## config.mk

```make
export PLATFORM = sky130hd
export DESIGN_NAME = class_constant_pool_parser
export DESIGN_NICKNAME = d
export VERILOG_FILES = /design/src/hw/rtl/ccp_pkg.sv /design/src/hw/rtl/ccp_decoder.sv /design/src/hw/rtl/ccp_rsp_fifo.sv /design/src/hw/rtl/class_constant_pool_parser.sv
export SDC_FILE = /design/constraint.sdc
export NUM_CORES = 1
export LEC_CHECK = 0
export ABC_AREA = 0
export CAP_MARGIN = 20
export CORE_MARGIN = 1.5
export CORE_UTILIZATION = 55
export CTS_CLUSTER_DIAMETER = 50
export DETAILED_ROUTE_END_ITERATION = 8
export DONT_BUFFER_PORTS = 1
export PLACE_DENSITY_LB_ADDON = 0.08
export SLEW_MARGIN = 25
export SYNTH_ARGS = -nofsm -noshare
export SYNTH_HDL_FRONTEND = slang
export SYNTH_SLANG_ARGS = --single-unit
```

## constraint.sdc

```tcl
create_clock -name clock -period 6.3 [get_ports clock]
set_input_delay 0.63 -clock clock [delete_from_list [all_inputs] [get_ports clock]]
set_output_delay 0.63 -clock clock [all_outputs]
set_load 0.02 [all_outputs]
```

## src/hw/rtl/ccp_pkg.sv

```systemverilog
`default_nettype none

package ccp_pkg;

   // Parser phases, one-hot.
   typedef enum logic [6:0] {
      PH_IDLE     = 7'b0000001,
      PH_COUNT_LO = 7'b0000010,
      PH_TAG      = 7'b0000100,
      PH_FIELDS   = 7'b0001000,
      PH_STRING   = 7'b0010000,
      PH_DONE     = 7'b0100000,
      PH_HALT     = 7'b1000000
   } ccp_phase_type;

   // Result kinds.
   localparam logic [1:0] KIND_ENTRY = 2'd0;
   localparam logic [1:0] KIND_UNIT  = 2'd1;
   localparam logic [1:0] KIND_ERROR = 2'd2;

   // Error codes.
   localparam logic [1:0] ERR_UNKNOWN_TAG = 2'd0;
   localparam logic [1:0] ERR_UNSUPPORTED = 2'd1;
   localparam logic [1:0] ERR_MALFORMED   = 2'd2;

   // Constant pool tags.
   localparam logic [7:0] TAG_UTF8          = 8'd1;
   localparam logic [7:0] TAG_INTEGER       = 8'd3;
   localparam logic [7:0] TAG_FLOAT         = 8'd4;
   localparam logic [7:0] TAG_LONG          = 8'd5;
   localparam logic [7:0] TAG_DOUBLE        = 8'd6;
   localparam logic [7:0] TAG_CLASS         = 8'd7;
   localparam logic [7:0] TAG_STRING        = 8'd8;
   localparam logic [7:0] TAG_FIELDREF      = 8'd9;
   localparam logic [7:0] TAG_METHODREF     = 8'd10;
   localparam logic [7:0] TAG_IFACE_METHOD  = 8'd11;
   localparam logic [7:0] TAG_NAME_AND_TYPE = 8'd12;

   // Result queue geometry.
   localparam int RSP_DEPTH = 4;
   localparam int RSP_PTR_W = $clog2(RSP_DEPTH);
   localparam int RSP_CNT_W = $clog2(RSP_DEPTH + 1);

   typedef struct packed {
      logic [1:0]  kind;
      logic [15:0] entry_index;
      logic [3:0]  tag;
      logic [31:0] value_a;
      logic [15:0] value_b;
      logic [1:0]  error_code;
      logic        pool_done;
      logic        last;
   } ccp_result_type;

   // Up to two results caused by one input beat; r0 is delivered first.
   typedef struct packed {
      logic [1:0]     n;
      ccp_result_type r0;
      ccp_result_type r1;
   } ccp_push_type;

   function automatic logic two_fields(input logic [3:0] t);
      logic [7:0] tb;
      tb = {4'h0, t};
      return tb inside {TAG_FIELDREF, TAG_METHODREF, TAG_IFACE_METHOD, TAG_NAME_AND_TYPE};
   endfunction

   function automatic ccp_result_type make_result(
      input logic [1:0]  kind,
      input logic [15:0] index,
      input logic [3:0]  tag,
      input logic [31:0] a,
      input logic [15:0] b,
      input logic [1:0]  err,
      input logic        done,
      input logic        last
   );
      ccp_result_type r;
      r.kind        = kind;
      r.entry_index = index;
      r.tag         = tag;
      r.value_a     = a;
      r.value_b     = b;
      r.error_code  = err;
      r.pool_done   = done;
      r.last        = last;
      return r;
   endfunction

endpackage

`default_nettype wire

```

## src/hw/rtl/ccp_decoder.sv

```systemverilog
`default_nettype none

module ccp_decoder (
   input  wire logic                clock,
   input  wire logic                reset,
   input  wire logic                accept,
   input  wire logic [7:0]          data_byte,
   input  wire logic                first_byte,
   output ccp_pkg::ccp_push_type    push
);
   import ccp_pkg::*;

   ccp_phase_type phase_ff, phase_in;
   logic [3:0]  current_tag_ff, current_tag_in;
   logic [2:0]  field_left_ff, field_left_in;
   logic [31:0] field_shift_ff, field_shift_in;
   logic [15:0] first_field_ff, first_field_in;
   logic [15:0] string_left_ff, string_left_in;
   logic [15:0] entry_ff, entry_in;
   logic [15:0] pool_count_ff, pool_count_in;
   logic [15:0] unit_count_ff, unit_count_in;
   logic [15:0] partial_ff, partial_in;
   logic [1:0]  seq_left_ff, seq_left_in;

   logic [16:0] next_entry;
   logic        rec_done;

   assign next_entry = {1'b0, entry_ff} + 17'd1;
   assign rec_done   = next_entry >= {1'b0, pool_count_ff};

   always_comb begin
      logic [31:0] fs;
      logic [2:0]  fbl;
      logic [15:0] sbl;
      logic [15:0] pu;
      logic [1:0]  sl;
      logic        unit;
      logic        bad;
      logic        do_record;
      logic        rec_slot;
      logic [31:0] rec_a;
      logic [15:0] rec_b;
      ccp_result_type rec;

      phase_in       = phase_ff;
      current_tag_in = current_tag_ff;
      field_left_in  = field_left_ff;
      field_shift_in = field_shift_ff;
      first_field_in = first_field_ff;
      string_left_in = string_left_ff;
      entry_in       = entry_ff;
      pool_count_in  = pool_count_ff;
      unit_count_in  = unit_count_ff;
      partial_in     = partial_ff;
      seq_left_in    = seq_left_ff;
      push           = '0;
      fs             = '0;
      fbl            = '0;
      sbl            = '0;
      pu             = partial_ff;
      sl             = seq_left_ff;
      unit           = 1'b0;
      bad            = 1'b0;
      do_record      = 1'b0;
      rec_slot       = 1'b0;
      rec_a          = '0;
      rec_b          = '0;
      rec            = '0;

      if (accept) begin
         if (first_byte) begin
            // Restart: clear everything and take this byte as the count's high half.
            current_tag_in = '0;
            field_left_in  = '0;
            field_shift_in = '0;
            first_field_in = '0;
            string_left_in = '0;
            entry_in       = '0;
            unit_count_in  = '0;
            partial_in     = '0;
            seq_left_in    = '0;
            pool_count_in  = {data_byte, 8'h00};
            phase_in       = PH_COUNT_LO;
         end else begin
            case (phase_ff)
               PH_COUNT_LO: begin
                  pool_count_in = {pool_count_ff[15:8], data_byte};
                  entry_in      = 16'd1;
                  phase_in      = (pool_count_in <= 16'd1) ? PH_DONE : PH_TAG;
               end
               PH_TAG: begin
                  current_tag_in = data_byte[3:0];
                  field_shift_in = '0;
                  first_field_in = '0;
                  if (data_byte inside {TAG_FLOAT, TAG_LONG, TAG_DOUBLE}) begin
                     push.n   = 2'd1;
                     push.r0  = make_result(KIND_ERROR, entry_ff, current_tag_in,
                                            {24'h0, data_byte}, 16'h0, ERR_UNSUPPORTED,
                                            1'b0, 1'b0);
                     phase_in = PH_HALT;
                  end else if (data_byte inside {TAG_CLASS, TAG_STRING, TAG_UTF8}) begin
                     field_left_in = 3'd2;
                     phase_in      = PH_FIELDS;
                  end else if (data_byte inside {TAG_INTEGER, TAG_FIELDREF, TAG_METHODREF,
                                                 TAG_IFACE_METHOD, TAG_NAME_AND_TYPE}) begin
                     field_left_in = 3'd4;
                     phase_in      = PH_FIELDS;
                  end else begin
                     push.n   = 2'd1;
                     push.r0  = make_result(KIND_ERROR, entry_ff, current_tag_in,
                                            {24'h0, data_byte}, 16'h0, ERR_UNKNOWN_TAG,
                                            1'b0, 1'b0);
                     phase_in = PH_HALT;
                  end
               end
               PH_FIELDS: begin
                  fs  = {field_shift_ff[23:0], data_byte};
                  fbl = field_left_ff - 3'd1;
                  field_left_in = fbl;
                  // Two-index entries park the first index once its two bytes are in.
                  if (fbl == 3'd2 && two_fields(current_tag_ff)) begin
                     first_field_in = fs[15:0];
                     fs             = '0;
                  end
                  field_shift_in = fs;
                  if (fbl == 3'd0) begin
                     if ({4'h0, current_tag_ff} == TAG_UTF8) begin
                        string_left_in = fs[15:0];
                        unit_count_in  = '0;
                        partial_in     = '0;
                        seq_left_in    = '0;
                        if (fs[15:0] == 16'd0) begin
                           do_record = 1'b1;
                        end else begin
                           phase_in = PH_STRING;
                        end
                     end else if ({4'h0, current_tag_ff} == TAG_INTEGER) begin
                        do_record = 1'b1;
                        rec_a     = fs;
                     end else if (two_fields(current_tag_ff)) begin
                        do_record = 1'b1;
                        rec_a     = {16'h0, first_field_ff};
                        rec_b     = fs[15:0];
                     end else begin
                        do_record = 1'b1;
                        rec_a     = {16'h0, fs[15:0]};
                     end
                  end
               end
               PH_STRING: begin
                  sbl = string_left_ff - 16'd1;
                  string_left_in = sbl;
                  if (seq_left_ff == 2'd0) begin
                     if (data_byte[7]) begin
                        if (data_byte[7:5] == 3'b110) begin
                           pu = {11'h0, data_byte[4:0]};
                           sl = 2'd1;
                        end else if (data_byte[7:4] == 4'b1110) begin
                           pu = {12'h0, data_byte[3:0]};
                           sl = 2'd2;
                        end else begin
                           bad = 1'b1;
                        end
                     end else if (data_byte == 8'h00) begin
                        bad = 1'b1;
                     end else begin
                        pu   = {8'h0, data_byte};
                        unit = 1'b1;
                     end
                  end else begin
                     if (data_byte[7:6] != 2'b10) begin
                        bad = 1'b1;
                     end else begin
                        pu   = {partial_ff[9:0], data_byte[5:0]};
                        sl   = seq_left_ff - 2'd1;
                        unit = (sl == 2'd0);
                     end
                  end
                  // A multi-byte sequence may not run past the declared length.
                  if (!bad && sbl == 16'd0 && sl != 2'd0) begin
                     bad = 1'b1;
                  end
                  partial_in  = pu;
                  seq_left_in = sl;
                  if (bad) begin
                     push.n   = 2'd1;
                     push.r0  = make_result(KIND_ERROR, entry_ff, current_tag_in,
                                            {24'h0, data_byte}, 16'h0, ERR_MALFORMED,
                                            1'b0, 1'b0);
                     phase_in = PH_HALT;
                  end else begin
                     if (unit) begin
                        push.n        = 2'd1;
                        push.r0       = make_result(KIND_UNIT, entry_ff, current_tag_in,
                                                    {16'h0, pu}, 16'h0, ERR_UNKNOWN_TAG,
                                                    1'b0, sbl != 16'd0);
                        unit_count_in = unit_count_ff + 16'd1;
                     end
                     if (sbl == 16'd0) begin
                        do_record = 1'b1;
                        rec_slot  = unit;
                        rec_a     = {16'h0, unit_count_in};
                     end
                  end
               end
               default: begin
                  // Idle, done and halted ignore bytes until a restart.
               end
            endcase

            if (do_record) begin
               rec = make_result(KIND_ENTRY, entry_ff, current_tag_in, rec_a, rec_b,
                                 ERR_UNKNOWN_TAG, rec_done, 1'b1);
               if (rec_slot) begin
                  push.r1 = rec;
                  push.n  = 2'd2;
               end else begin
                  push.r0 = rec;
                  push.n  = 2'd1;
               end
               if (rec_done) begin
                  phase_in = PH_DONE;
               end else begin
                  entry_in = next_entry[15:0];
                  phase_in = PH_TAG;
               end
            end
         end
      end
   end

   always_ff @(posedge clock) begin
      if (reset) begin
         phase_ff       <= PH_IDLE;
         current_tag_ff <= '0;
         field_left_ff  <= '0;
         field_shift_ff <= '0;
         first_field_ff <= '0;
         string_left_ff <= '0;
         entry_ff       <= '0;
         pool_count_ff  <= '0;
         unit_count_ff  <= '0;
         partial_ff     <= '0;
         seq_left_ff    <= '0;
      end else begin
         phase_ff       <= phase_in;
         current_tag_ff <= current_tag_in;
         field_left_ff  <= field_left_in;
         field_shift_ff <= field_shift_in;
         first_field_ff <= first_field_in;
         string_left_ff <= string_left_in;
         entry_ff       <= entry_in;
         pool_count_ff  <= pool_count_in;
         unit_count_ff  <= unit_count_in;
         partial_ff     <= partial_in;
         seq_left_ff    <= seq_left_in;
      end
   end

endmodule

`default_nettype wire

```

## src/hw/rtl/ccp_rsp_fifo.sv

```systemverilog
`default_nettype none

module ccp_rsp_fifo (
   input  wire logic                  clock,
   input  wire logic                  reset,
   input  ccp_pkg::ccp_push_type      push,
   output logic                       space,
   output logic                       rsp_valid,
   input  wire logic                  rsp_ready,
   output ccp_pkg::ccp_result_type    rsp
);
   import ccp_pkg::*;

   ccp_result_type          mem [RSP_DEPTH];
   logic [RSP_PTR_W-1:0]    wptr_ff, wptr_in;
   logic [RSP_PTR_W-1:0]    rptr_ff, rptr_in;
   logic [RSP_CNT_W-1:0]    count_ff, count_in;
   logic [RSP_PTR_W-1:0]    wptr_next;
   logic                    pop;

   // Room for the two results that one beat can cause.
   assign space     = count_ff <= RSP_CNT_W'(RSP_DEPTH - 2);
   assign rsp_valid = count_ff != '0;
   assign rsp       = mem[rptr_ff];
   assign pop       = rsp_valid && rsp_ready;
   assign wptr_next = RSP_PTR_W'(wptr_ff + 1'b1);

   always_comb begin
      wptr_in  = RSP_PTR_W'(wptr_ff + RSP_PTR_W'(push.n));
      rptr_in  = pop ? RSP_PTR_W'(rptr_ff + 1'b1) : rptr_ff;
      count_in = RSP_CNT_W'(count_ff + RSP_CNT_W'(push.n) - RSP_CNT_W'(pop));
   end

   always_ff @(posedge clock) begin
      if (push.n != 2'd0) begin
         mem[wptr_ff] <= push.r0;
      end
      if (push.n == 2'd2) begin
         mem[wptr_next] <= push.r1;
      end
   end

   always_ff @(posedge clock) begin
      if (reset) begin
         wptr_ff  <= '0;
         rptr_ff  <= '0;
         count_ff <= '0;
      end else begin
         wptr_ff  <= wptr_in;
         rptr_ff  <= rptr_in;
         count_ff <= count_in;
      end
   end

endmodule

`default_nettype wire

```

## src/hw/rtl/class_constant_pool_parser.sv

```systemverilog
// Class-file constant pool parser.
//
// The request channel carries one beat per stream byte: req_data_byte and
// req_first_byte, which marks the high byte of the entry count and restarts
// the parser from any phase. The response channel delivers one result per
// beat: entry records, decoded Utf8 code units and errors; rsp_last marks the
// final result caused by a given input byte, and an error leaves it low.
//
// Each accepted byte is decoded in the cycle it is taken, and its results are
// written into a four-entry result queue, so a result can appear on the
// response channel in the cycle after its byte is accepted. A byte that
// finishes a code unit and its string at once causes two results, which
// leave on the response side one at a time.
//
// req_ready is high while the queue has room for two results, so the block
// keeps taking bytes while earlier results wait for the receiver. When the
// receiver stalls, the queue fills and req_ready drops until beats are taken.
// Reset empties the queue and returns the parser to waiting for a first byte.
`default_nettype none

module class_constant_pool_parser (
   input  wire logic        clock,
   input  wire logic        reset,
   input  wire logic        req_valid,
   output logic             req_ready,
   input  wire logic [7:0]  req_data_byte,
   input  wire logic        req_first_byte,
   output logic             rsp_valid,
   input  wire logic        rsp_ready,
   output logic [1:0]       rsp_kind,
   output logic [15:0]      rsp_entry_index,
   output logic [3:0]       rsp_tag,
   output logic [31:0]      rsp_value_a,
   output logic [15:0]      rsp_value_b,
   output logic [1:0]       rsp_error_code,
   output logic             rsp_pool_done,
   output logic             rsp_last
);
   import ccp_pkg::*;

   ccp_push_type   push;
   ccp_result_type rsp;
   logic           accept;

   // A byte is taken only when the queue can absorb everything it may cause.
   assign accept = req_valid && req_ready;

   ccp_decoder u_decoder (
      .clock      (clock),
      .reset      (reset),
      .accept     (accept),
      .data_byte  (req_data_byte),
      .first_byte (req_first_byte),
      .push       (push)
   );

   ccp_rsp_fifo u_rsp_fifo (
      .clock     (clock),
      .reset     (reset),
      .push      (push),
      .space     (req_ready),
      .rsp_valid (rsp_valid),
      .rsp_ready (rsp_ready),
      .rsp       (rsp)
   );

   // The head of the queue drives the response payload directly.
   assign rsp_kind        = rsp.kind;
   assign rsp_entry_index = rsp.entry_index;
   assign rsp_tag         = rsp.tag;
   assign rsp_value_a     = rsp.value_a;
   assign rsp_value_b     = rsp.value_b;
   assign rsp_error_code  = rsp.error_code;
   assign rsp_pool_done   = rsp.pool_done;
   assign rsp_last        = rsp.last;

endmodule

`default_nettype wire

```

==> results.json, run 1 <==
{
  "die_w_um": 205,
  "initial_core_util_pct": 56.0,
  "ir_worst_vdd_mv": 0.227,
  "cts_root_buffer": "clkbuf_16",
  "core_mm2": 0.0399,
  "synthesis.area_mm2": 0.0224,
  "drt-vias-per-instance": 6.80,
  "fin_util_pct": 60.9,
  "fin_nets": 2027,
  "final_max_slew_viol_count": 0,
  "worstSetupStartpointType": "flop",
  "synth_top_area_share_pct": 37.6,
  "power.internal_mw": 5.19,
  "max_freq_ghz": 0.214,
  "cts.path.max_buffers": 3,
  "n_antenna_cell": 0,
  "die_height_um": 205,
  "grt-ovfl-total": 0,
  "fin_crit_sh_pct": 74.3,
  "synth_xor_area_share_pct": 1.80,
  "cts_hold_buf": 0,
  "synth_seq_cells": 441,
  "run_status": "completed",
  "critPathBufInv": 6,
  "clock_skew_ns": 0.0345,
  "tritoncts": "done",
  "synth_commonest_cells": "edfxtp_1, nor2_1, dfxtp_1",
  "hold_viol": 0,
  "sequentialPowerShare_pct": 43.8,
  "timing.final.crit_period_ns": 4.68,
  "path_max_fanout": 58,
  "ctsResizeCount": 0,
  "path_cells": "inv_1 -> ha_1 -> inv_1 -> a211oi_1 -> a21oi_1 -> buf_4 -> nor3_2 -> nand4_1 -> buf_4 -> nor3_1 -> a31oi_4 -> inv_2 -> buf_4",
  "synth_most_common_cell": "edfxtp_1",
  "finalSetupTns_ns": 0,
  "yosysSeqAreaShare_pct": 52.0,
  "yosysWarnings": 0,
  "drt_pass1_iterations": 5,
  "crit_arrival_ns": 4.89,
  "synth-simple-area-share_pct": 17.8,
  "wl_per_cell_um": 26.5,
  "path_class": "reg -> reg",
  "cts_sinks": 441,
  "first_iter_violations": 1971,
  "p_switching_mw": 2.08,
  "crit_top_cell": "buf_4",
  "ant_nets": 0,
  "die_area_mm2": 0.0419,
  "synthMuxAreaShare_pct": 8.94,
  "cts_made_buffers": 48,
  "max_cap_violations": 0,
  "nFillCells": 3214,
  "ios": 89,
  "min_path_type": "in -> reg",
  "groute.usage.overall_pct": 32.5,
  "synth_flop_cell": "edfxtp_1",
  "grt_pass1_wl_um": 103000,
  "cpPeakStageDelay_ns": 0.79,
  "comb_power_share_pct": 17.3,
  "rsz0062_at_grt": "no",
  "synth_top_cell_by_area": "edfxtp_1",
  "cts_setup_buffers": 0,
  "maxSlewHeadroom_pct": 27.3,
  "clk_pin_slew_ns": 0.06,
  "clk_latency_ns": 0.61,
  "syn_area_per_cell_um2": 10.8,
  "setup_viol": 0,
  "num_vias": 17300,
  "synth-edff-count": 280,
  "worstPathRequired_ns": 6.51,
  "p_clk_share_pct": 38.9,
  "row_count": 73,
  "synthAdderAreaFrac_pct": 1.71,
  "dp_hpwl_um": 43700,
  "drcViolationCount": 0,
  "layout-drive-gt1-share_pct": 12.8,
  "grt_antenna_before_repair": 2,
  "area_growth_pct": 8.73,
  "switching_share_pct": 28.6,
  "synth_nets": 2110,
  "crit_path_top_delay_cell": "buf_4",
  "synth_cell_types": 86,
  "powerDensity_mw_per_mm2": 299,
  "postSynthCellCount": 2067,
  "port_buffers": 0,
  "synth_top_family_by_area": "simple AND/OR/NAND/NOR gates",
  "grt_start_max_net_pins": 133,
  "synthArstFlopShare_pct": 0,
  "htree_levels": 2,
  "synth_compound_gate_area_share_pct": 13.7,
  "place.gp.congestion": 0.989,
  "synth_area_leaders": "edfxtp_1, dfxtp_1, mux4_2",
  "tightest_slew_ns": 1.08,
  "grt_pass1_vias": 16200,
  "crit_family": "buffers and inverters",
  "wirelength_um": 67500,
  "p_leak_nw": 8.00,
  "crit_path_end_kind": "flop"
}
routing by layer:
layer  track usage, %  vias to the layer above  part of all wire [%]
met2             48.2                      959                    45
met5                0                        -                     0
li1                 -                     7636                     -
met4             8.40                        0                   2.1
met1             48.8                     8639                    43
met3             6.20                       96                    10
worst paths after layout:
kind                                            startpoint                                  endpoint  slack [ns]  cells past startpoint
setup / recovery     u_decoder.seq_left_ff[1]$_SDFFE_PP0P_           u_rsp_fifo.mem[2][16]$_DFFE_PP_        1.62                     13
hold reg to reg   u_decoder.first_field_ff[8]$_SDFFE_PP0P_  u_decoder.first_field_ff[8]$_SDFFE_PP0P_        0.45                      2
setup reg to reg     u_decoder.seq_left_ff[1]$_SDFFE_PP0P_           u_rsp_fifo.mem[2][16]$_DFFE_PP_        1.62                     13
hold / removal                                       reset   u_decoder.pool_count_ff[9]$_SDFFE_PP0P_        0.11                      1
flip-flops by register name, indices dropped and copies added (netlist names), named ones only:
signal / cells
u_decoder.entry_ff: 16
u_decoder.string_left_ff: 16
u_rsp_fifo.wptr_ff: 2
u_decoder.field_left_ff: 3
u_decoder.seq_left_ff: 2
u_rsp_fifo.rptr_ff: 2
u_decoder.unit_count_ff: 16
u_decoder.pool_count_ff: 16
u_decoder.first_field_ff: 16
u_rsp_fifo.count_ff: 3
u_rsp_fifo.mem: 296
u_decoder.current_tag_ff: 4
u_decoder.field_shift_ff: 24
u_decoder.phase_ff: 7
u_decoder.partial_ff: 16
logic make-up (layout without fill, tap and decap cells):
| family | Yosys count | after routing |
|---|---|---|
| adders and majority gates | 30 | 30 |
| AOI/OAI and AO/OA | 466 | 466 |
| muxes | 107 | 107 |
| and+or+nand+nor | 754 | 754 |
| DFF | 441 | 441 |
| buffers and inverters | 223 | 180 |
| xor gates and xnor gates | 46 | 46 |
cell usage in the layout (no fill, tap or decap), types with 10 or more instances in the layout:
cell / Yosys / routed
a21oi_1: 146 / 144
a22o_1: 15 / 15
a22oi_1: 62 / 62
a31oi_1: 14 / 12
and2_1: 25 / 25
and3_1: 22 / 22
buf_4: 3 / 42
clkbuf_1: 126 / 10
clkbuf_16: 0 / 50
clkbuf_8: 0 / 10
dfxtp_1: 161 / 159
edfxtp_1: 280 / 280
ha_1: 29 / 29
inv_1: 47 / 44
mux2i_1: 31 / 31
mux4_2: 74 / 74
nand2_1: 103 / 102
nand2b_1: 22 / 22
nand3_1: 94 / 94
nand4_1: 50 / 50
nor2_1: 198 / 196
nor2b_1: 59 / 59
nor3_1: 38 / 37
nor3b_1: 62 / 61
nor4_1: 13 / 12
o21ai_0: 52 / 51
o22ai_1: 77 / 77
or2_2: 17 / 17
or3_1: 16 / 16
xnor2_1: 27 / 27
xor2_1: 19 / 19
power groups by stage:
stage	combinational, mW	sequential (mW)	clock (mW)
global route	1.33	3.20	2.97
finish	1.26	3.18	2.83
CTS	1.27	3.19	2.85
global placement	1.27	3.25	0
detailed placement	1.27	3.25	0
floorplan	1.14	3.14	0
stage by stage:
stage | setup slack (ns) | power (mW) | area [um^2] | hold slack [ns] | cells
after floorplan | 1.27 | 4.28 | 22400 | 0.427 | 2067
after global placement | 1.55 | 4.52 | 22700 | 0.433 | 2459
after detailed placement | 1.60 | 4.52 | 22700 | 0.439 | 2459
after CTS | 1.73 | 7.31 | 24300 | 0.0861 | 2549
after global routing | 1.29 | 7.50 | 24300 | 0.0926 | 2549
final | 1.62 | 7.27 | 24300 | 0.112 | 2549
final cells by class:
cell class              instances  area (um^2)  area share, %
flip-flops and latches        441        11600           47.9
multi-input cells            1403         9910           40.8
clock buffers                  70         1430           5.87
well taps                     525          657           2.70
repair buffers                 43          335           1.38
inverters                      47          176          0.725
clock inverters                20          174          0.715
Power figures use the tool's default switching activity.
==> run 2, diff against run 1 <==
--- a/config.mk
+++ b/config.mk
@@ -5,7 +5,7 @@
 export SDC_FILE = /design/constraint.sdc
 export NUM_CORES = 1
 export LEC_CHECK = 0
-export ABC_AREA = 0
+export ABC_AREA = 1
 export CAP_MARGIN = 20
 export CORE_MARGIN = 1.5
 export CORE_UTILIZATION = 55
==> constraint.sdc (replaced) <==
create_clock -name clock -period 4.5 [get_ports clock]
set_input_delay 0.45 -clock clock [delete_from_list [all_inputs] [get_ports clock]]
set_output_delay 0.45 -clock clock [all_outputs]
set_load 0.02 [all_outputs]
==> run 2 against run 1 <==
Net effect: cell count up 30%; global-route usage up 0.20 points; first-iteration DRC count up 20%; clock-buffer cell count down 9; non-clock buffer count up 12; synthesized cell count up 35%; register-to-register slack worse by 1.1 ns; critical path type unchanged; critical endpoint is now u_decoder.entry_ff[2]$_SDFFE_PP0P_.
==> results.json, run 2 <==
{
  "ir_worst_vdd_mv": 0.269,
  "core_mm2": 0.0407,
  "synth_area_leaders": "edfxtp_1, dfxtp_1, nand2_1",
  "run_status": "completed",
  "rr_startpoint": "u_decoder.entry_ff[0]$_SDFFE_PP0P_",
  "synth_top_cell_by_area": "edfxtp_1",
  "crit_cells": 20,
  "cpPeakStageDelay_ns": 0.48,
  "fin_nets": 2782,
  "synthArstFlopShare_pct": 0,
  "drt-vias-per-instance": 6.03,
  "synth-edff-count": 280,
  "rsz0062_at_grt": "no",
  "tritoncts": "done",
  "htree_levels": 2,
  "cts_root_buffer": "clkbuf_16",
  "postSynthCellCount": 2792,
  "grt_start_max_net_pins": 119,
  "regToRegEndpoint": "u_decoder.entry_ff[2]$_SDFFE_PP0P_",
  "path_max_fanout": 18,
  "synth_top_area_share_pct": 37.0,
  "die_area_mm2": 0.0425,
  "synth_nets": 2835,
  "final_area_mm2": 0.0248,
  "cts_setup_buffers": 0,
  "synth_seq_cells": 441,
  "rrSetupSlack_ns": 0.55,
  "powerDensity_mw_per_mm2": 411,
  "max_cap_violations": 0,
  "max_freq_ghz": 0.253,
  "clk_latency_ns": 0.61,
  "cts.path.max_buffers": 3,
  "yosysWarnings": 0,
  "port_buffers": 0,
  "timing.final.ws_setup_ns": 0.545,
  "synth_commonest_cells": "nand2_1, nor2_1, edfxtp_1",
  "layout-drive-gt1-share_pct": 7.45,
  "cts_sinks": 441,
  "ant_nets": 0,
  "critical_path.startpoint": "u_decoder.entry_ff[0]$_SDFFE_PP0P_",
  "layout_common_cells": "nand2_1, nor2_1, edfxtp_1",
  "grt_pass1_vias": 18000,
  "crit_family": "simple AND/OR/NAND/NOR gates",
  "worstPathRequired_ns": 5.00,
  "n_antenna_cell": 0,
  "fin_crit_sh_pct": 87.9,
  "syn_area_per_cell_um2": 8.13,
  "synth_cell_types": 53,
  "grt-ovfl-total": 0,
  "dp_hpwl_um": 46100,
  "p_leak_nw": 8.97,
  "row_count": 74,
  "finalSetupTns_ns": 0,
  "tightest_slew_ns": 0.934,
  "reg2reg_depth": 20,
  "groute.usage.overall_pct": 32.7,
  "hold_viol": 0,
  "path_class": "reg -> reg",
  "clk_pin_slew_ns": 0.06,
  "final_max_slew_viol_count": 0,
  "crit_end": "u_decoder.entry_ff[2]$_SDFFE_PP0P_",
  "maxSlewHeadroom_pct": 37.1,
  "ios": 89,
  "num_vias": 20000,
  "grt_antenna_before_repair": 1,
  "cts_made_buffers": 50,
  "timing.final.crit_period_ns": 3.95,
  "critPathBufInv": 4,
  "initial_core_util_pct": 55.7,
  "synthesis.area_mm2": 0.0227,
  "crit_path_end_kind": "flop",
  "top_register": "u_rsp_fifo.mem",
  "crit_path_top_delay_cell": "dfxtp_1",
  "largest_registers": "u_rsp_fifo.mem x296, u_decoder.field_shift_ff x24",
  "path_cells": "inv_1 -> nor3_1 -> nand2_1 -> nor3_2 -> nand2_1 -> nor3_1 -> xor2_1 -> inv_1 -> ha_1 -> nand2_1 -> inv_1 -> nand3_1 -> nor2_1 -> nor3_1 -> nand3_1 -> nor2_4 -> clkinvlp_4 -> o21ai_0 -> nand3_1 -> a21oi_1",
  "place.gp.congestion": 0.993,
  "wirelength_um": 70300,
  "min_path_type": "in -> reg",
  "fin_util_pct": 60.8,
  "synth_flop_cell": "edfxtp_1",
  "grt_pass1_wl_um": 106000,
  "placed_cell_area_mm2": 0.0230,
  "setup_viol": 0,
  "min_from": "req_data_byte[4]",
  "largest_register_ffs": 296,
  "area_growth_pct": 9.15,
  "final_common_cell": "nand2_1",
  "first_iter_violations": 2369,
  "worstSetupStartpointType": "flop",
  "dpl_worst_slack_ns": 0.487,
  "p_total_mw": 10.2,
  "drcViolationCount": 0,
  "die_height_um": 206,
  "crit_arrival_ns": 4.46,
  "synth_most_common_cell": "nand2_1",
  "yosysSeqAreaShare_pct": 51.2,
  "die_w_um": 206,
  "drt_pass1_iterations": 6,
  "clock_skew_ns": 0.0339,
  "wl_per_cell_um": 21.2
}
[run 2: changes by cell type in the layout (fill, tap and decap cells not counted), sizes merged, moves of 63 or more]
cell,change
inv,+171
mux4,-74
nand2,+496
nor2,+261
nor3b,-63
o21ai,+235
o22ai,+72
[run 2: how the worst min path moves through the flow]
stage,endpoint,depth (start not counted)
after floorplan,flop,2
after global placement,flop,2
after detailed placement,u_decoder.field_shift_ff[19]$_SDFFE_PP0P_,2
after CTS,u_decoder.field_shift_ff[4]$_SDFFE_PP0P_,2
after global routing,u_decoder.field_shift_ff[4]$_SDFFE_PP0P_,2
final,u_decoder.field_shift_ff[4]$_SDFFE_PP0P_,2
[run 2: per-stage QoR]
stage / hold slack (ns) / cells
after global routing: 0.0406 / 3312
final: 0.0368 / 3312
after detailed placement: 0.452 / 3210
after global placement: 0.442 / 3210
after floorplan: 0.436 / 2792
after CTS: 0.00352 / 3312
[run 2: metal layers]
metal / track usage, % / part of all wire (%) / wire length [um] / vias up
met2: 49.7 / 44 / 31200 / 1008
met5: 0 / 0.016 / 11 / -
li1: - / - / - / 9365
met1: 47.2 / 43 / 30000 / 9461
met3: 7.36 / 11 / 7570 / 126
met4: 8.59 / 2.1 / 1490 / 2
[run 2: final cells by class]
| class | count | area, um^2 |
|---|---|---|
| clock inverters | 32 | 309 |
| well taps | 532 | 666 |
| inverters | 222 | 840 |
| fillers | 3603 | 16000 |
| clock buffers | 61 | 1320 |
| multi-input cells | 1969 | 9520 |
| flip-flops and latches | 441 | 11600 |
| repair buffers | 55 | 490 |
[run 2: power breakdown]
part	internal (mW)	switching [mW]	leakage, nW
clock network	2.35	1.73	0.810
registers	4.34	0.0576	3.65
logic	0.378	1.33	4.51
total	7.06	3.12	8.97
[run 2: timing repair]
| item | CTS | global route |
|---|---|---|
| gates resized for setup | 0 | 2 |
| setup endpoints to repair | 0 | 6 |
| endpoints found under the hold margin | 123 | 0 |
| hold buffers | 9 | 0 |
[run 2: cell families (layout without fill, tap and decap cells)]
family          count (synthesis)  after routing  synth area share (%)
compound gates                660            660                  16.0
xor+xnor                       21             21                 0.810
fa+ha+maj                      30             30                  1.69
buf+inv                       382            370                  7.03
flops                         441            441                  51.2
mux                             1              1                0.0441
simple gates                 1257           1257                  23.2
==> run 3, diff against run 2 <==
--- a/config.mk
+++ b/config.mk
@@ -16,4 +16,5 @@
 export SLEW_MARGIN = 25
 export SYNTH_ARGS = -nofsm -noshare
 export SYNTH_HDL_FRONTEND = slang
+export SYNTH_HIERARCHICAL = 1
 export SYNTH_SLANG_ARGS = --single-unit
==> constraint.sdc (replaced) <==
create_clock -name clock -period 4.95 [get_ports clock]
set_input_delay 0.495 -clock clock [delete_from_list [all_inputs] [get_ports clock]]
set_output_delay 0.495 -clock clock [all_outputs]
set_load 0.02 [all_outputs]
==> run 3 against run 2 <==
Net effect: die area up 9.6%; non-clock buffer count fell by 18; register-to-register slack got worse by 0.12 ns; cell count up 12%; power is 5.6% lower; worst setup slack lost 0.12 ns; utilization down 0.57 points; critical endpoint is now u_rsp_fifo/mem[2][22]$_DFFE_PP_; clock skew shrank 0.010 ns; synthesized cell count rose by 14%; clock power down 5.7%; cell area is 8.0% higher; largest power group unchanged; sequential share of layout area fell by 2.9 points.
==> results.json, run 3 <==
{
  "synthesis.area_mm2": 0.0249,
  "ant_nets": 0,
  "maxSlewHeadroom_pct": 29.3,
  "die_area_mm2": 0.0466,
  "grt_pass1_wl_um": 114000,
  "fin_nets": 3120,
  "synth_most_common_cell": "nand2_1",
  "ios": 89,
  "grt-ovfl-total": 0,
  "final_common_cell": "nand2_1",
  "fin_crit_sh_pct": 91.3,
  "cts_root_buffer": "clkbuf_16",
  "max_cap_violations": 0,
  "cts.path.max_buffers": 3,
  "synth_flop_cell": "edfxtp_1",
  "groute.usage.overall_pct": 31.2,
  "worstPathRequired_ns": 5.26,
  "layout_common_cells": "nand2_1, nor2_1, o21ai_0",
  "synth_area_leaders": "edfxtp_1, dfxtp_1, nand2_1",
  "regToRegEndpoint": "u_rsp_fifo/mem[2][22]$_DFFE_PP_",
  "largest_register_ffs": 296,
  "grt_start_max_net_pins": 149,
  "reg2reg_depth": 19,
  "min_path_type": "in -> reg",
  "rrSetupSlack_ns": 0.43,
  "die_w_um": 216,
  "wirelength_um": 73100,
  "largest_registers": "u_rsp_fifo/mem x296, u_decoder/field_shift_ff x24",
  "path_max_fanout": 92,
  "nFillCells": 3960,
  "crit_arrival_ns": 4.83,
  "synth_seq_cells": 441,
  "run_status": "completed",
  "synth_cell_types": 58,
  "clk_latency_ns": 0.61,
  "row_count": 77,
  "min_from": "req_data_byte[3]",
  "ir_worst_vdd_mv": 0.279,
  "synthArstFlopShare_pct": 0,
  "clk_pin_slew_ns": 0.06,
  "die_height_um": 216,
  "port_buffers": 0,
  "clock_skew_ns": 0.0239,
  "regArea_mm2": 0.0118,
  "num_vias": 21800,
  "area_growth_pct": 7.44,
  "grt_antenna_before_repair": 0,
  "rr_startpoint": "u_decoder/seq_left_ff[0]$_SDFFE_PP0P_",
  "yosysWarnings": 6,
  "htree_levels": 2,
  "fin_util_pct": 60.3,
  "min_path_cells": 2,
  "yosysSeqAreaShare_pct": 47.3,
  "wl_per_cell_um": 19.7,
  "powerDensity_mw_per_mm2": 359,
  "drcViolationCount": 0,
  "worstSetupStartpointType": "flop",
  "rsz0062_at_grt": "no",
  "synth_top_area_share_pct": 35.7,
  "place.gp.congestion": 0.980,
  "hold_viol": 0,
  "drt_pass1_iterations": 6,
  "max_freq_ghz": 0.221,
  "synth-edff-count": 296,
  "p_leak_nw": 9.31,
  "synth_commonest_cells": "nand2_1, nor2_1, o21ai_0",
  "initial_core_util_pct": 56.1,
  "syn_area_per_cell_um2": 7.85,
  "drt-vias-per-instance": 5.86,
  "synth_top_cell_by_area": "edfxtp_1",
  "grt_pass1_vias": 20300,
  "cts_sinks": 441,
  "tightest_slew_ns": 1.06,
  "first_iter_violations": 2174,
  "cts_setup_buffers": 0,
  "timing.final.crit_period_ns": 4.52,
  "dp_hpwl_um": 47700,
  "setup_viol": 0,
  "cts_made_buffers": 51,
  "tritoncts": "done",
  "crit_path_end_kind": "flop",
  "core_mm2": 0.0444,
  "path_class": "reg -> reg",
  "final_max_slew_viol_count": 0,
  "layout-drive-gt1-share_pct": 7.50,
  "top_register": "u_rsp_fifo/mem",
  "multi_input_area_mm2": 0.0110,
  "min_to": "u_decoder/pool_count_ff[3]$_SDFFE_PP0P_",
  "finalSetupTns_ns": 0,
  "postSynthCellCount": 3175
}
## run 3: kinds of logic after synthesis
kind of cell,share of synthesized area [%]
muxes,0.0402
xor gates and xnor gates,0.703
DFF,47.3
adders and majority gates,1.54
buffers and inverters,9.45
and+or+nand+nor,22.9
other,0.0151
AOI/OAI and AO/OA,18.0
## run 3: worst max-delay path by stage
stage,startpoint,end,cells past startpoint,slack [ns]
floorplan,req_data_byte[7],u_rsp_fifo/mem[0][0]$_DFFE_PP_,19,0.15
global placement,u_decoder/entry_ff[0]$_SDFFE_PP0P_,u_rsp_fifo/mem[1][1]$_DFFE_PP_,19,0.49
detailed placement,u_decoder/entry_ff[0]$_SDFFE_PP0P_,u_rsp_fifo/mem[1][1]$_DFFE_PP_,19,0.36
CTS,u_decoder/entry_ff[0]$_SDFFE_PP0P_,u_rsp_fifo/mem[0][1]$_DFFE_PP_,19,0.33
global route,u_decoder/seq_left_ff[1]$_SDFFE_PP0P_,u_rsp_fifo/mem[2][22]$_DFFE_PP_,19,0.05
finish,u_decoder/seq_left_ff[0]$_SDFFE_PP0P_,u_rsp_fifo/mem[2][22]$_DFFE_PP_,19,0.43
## run 3: stage by stage
stage                     hold slack [ns]  cells  instance area, um^2  total power [mW]  worst slack [ns]
after floorplan                     0.437   3210                25100              5.45             0.149
after detailed placement            0.452   3614                25000              5.82             0.362
after global routing               0.0466   3711                26800              9.96            0.0500
final                              0.0430   3712                26800              9.61             0.429
after global placement              0.447   3614                25000              5.79             0.485
after CTS                          0.0214   3711                26800              9.65             0.327
## run 3: layout make-up
cell class / count / share of cell area [%]
diodes: 1 / 0.00935
clock buffers: 54 / 4.81
clock inverters: 41 / 1.58
inverters: 305 / 4.32
multi-input cells: 2241 / 41.0
flip-flops and latches: 441 / 44.1
well taps: 592 / 2.77
repair buffers: 37 / 1.46
## run 3: repair_timing
action,4_1_cts,5_1_grt
endpoints found under the setup margin,0,19
gates resized for setup,0,2
hold buffers,2,0
hold endpoints to repair,71,0
## run 3: worst max-delay path, stage by stage, from the launching register on
cell and delay [ns]:
dfxtp_1 0.35, inv_1 0.08, ha_1 0.32, nor2_2 0.41
inv_2 0.21, nor2_1 0.17, a211oi_2 0.06, nand2_1 0.17
nand3_2 0.15, nand2_4 0.12, inv_2 0.15, nand2_2 0.16
nor2_4 0.06, nor2_4 0.13, inv_1 0.08, nor2_1 0.33
nor2_4 0.14, nand2_4 0.10, buf_4 0.71, o21ai_0 0.16
## run 3: where the power goes
group | leakage, nW | switching, mW | internal [mW]
logic | 4.46 | 1.32 | 0.389
registers | 4.02 | 0.101 | 3.96
clock network | 0.820 | 1.58 | 2.26
## run 3: routing by layer
metal	routed length [um]	global-route usage, %	vias up
li1	-	-	10500
met1	31400	43.3	10200
met2	33800	50.6	923
met3	5640	3.85	140
met4	2220	10.7	0
met5	0	0	-
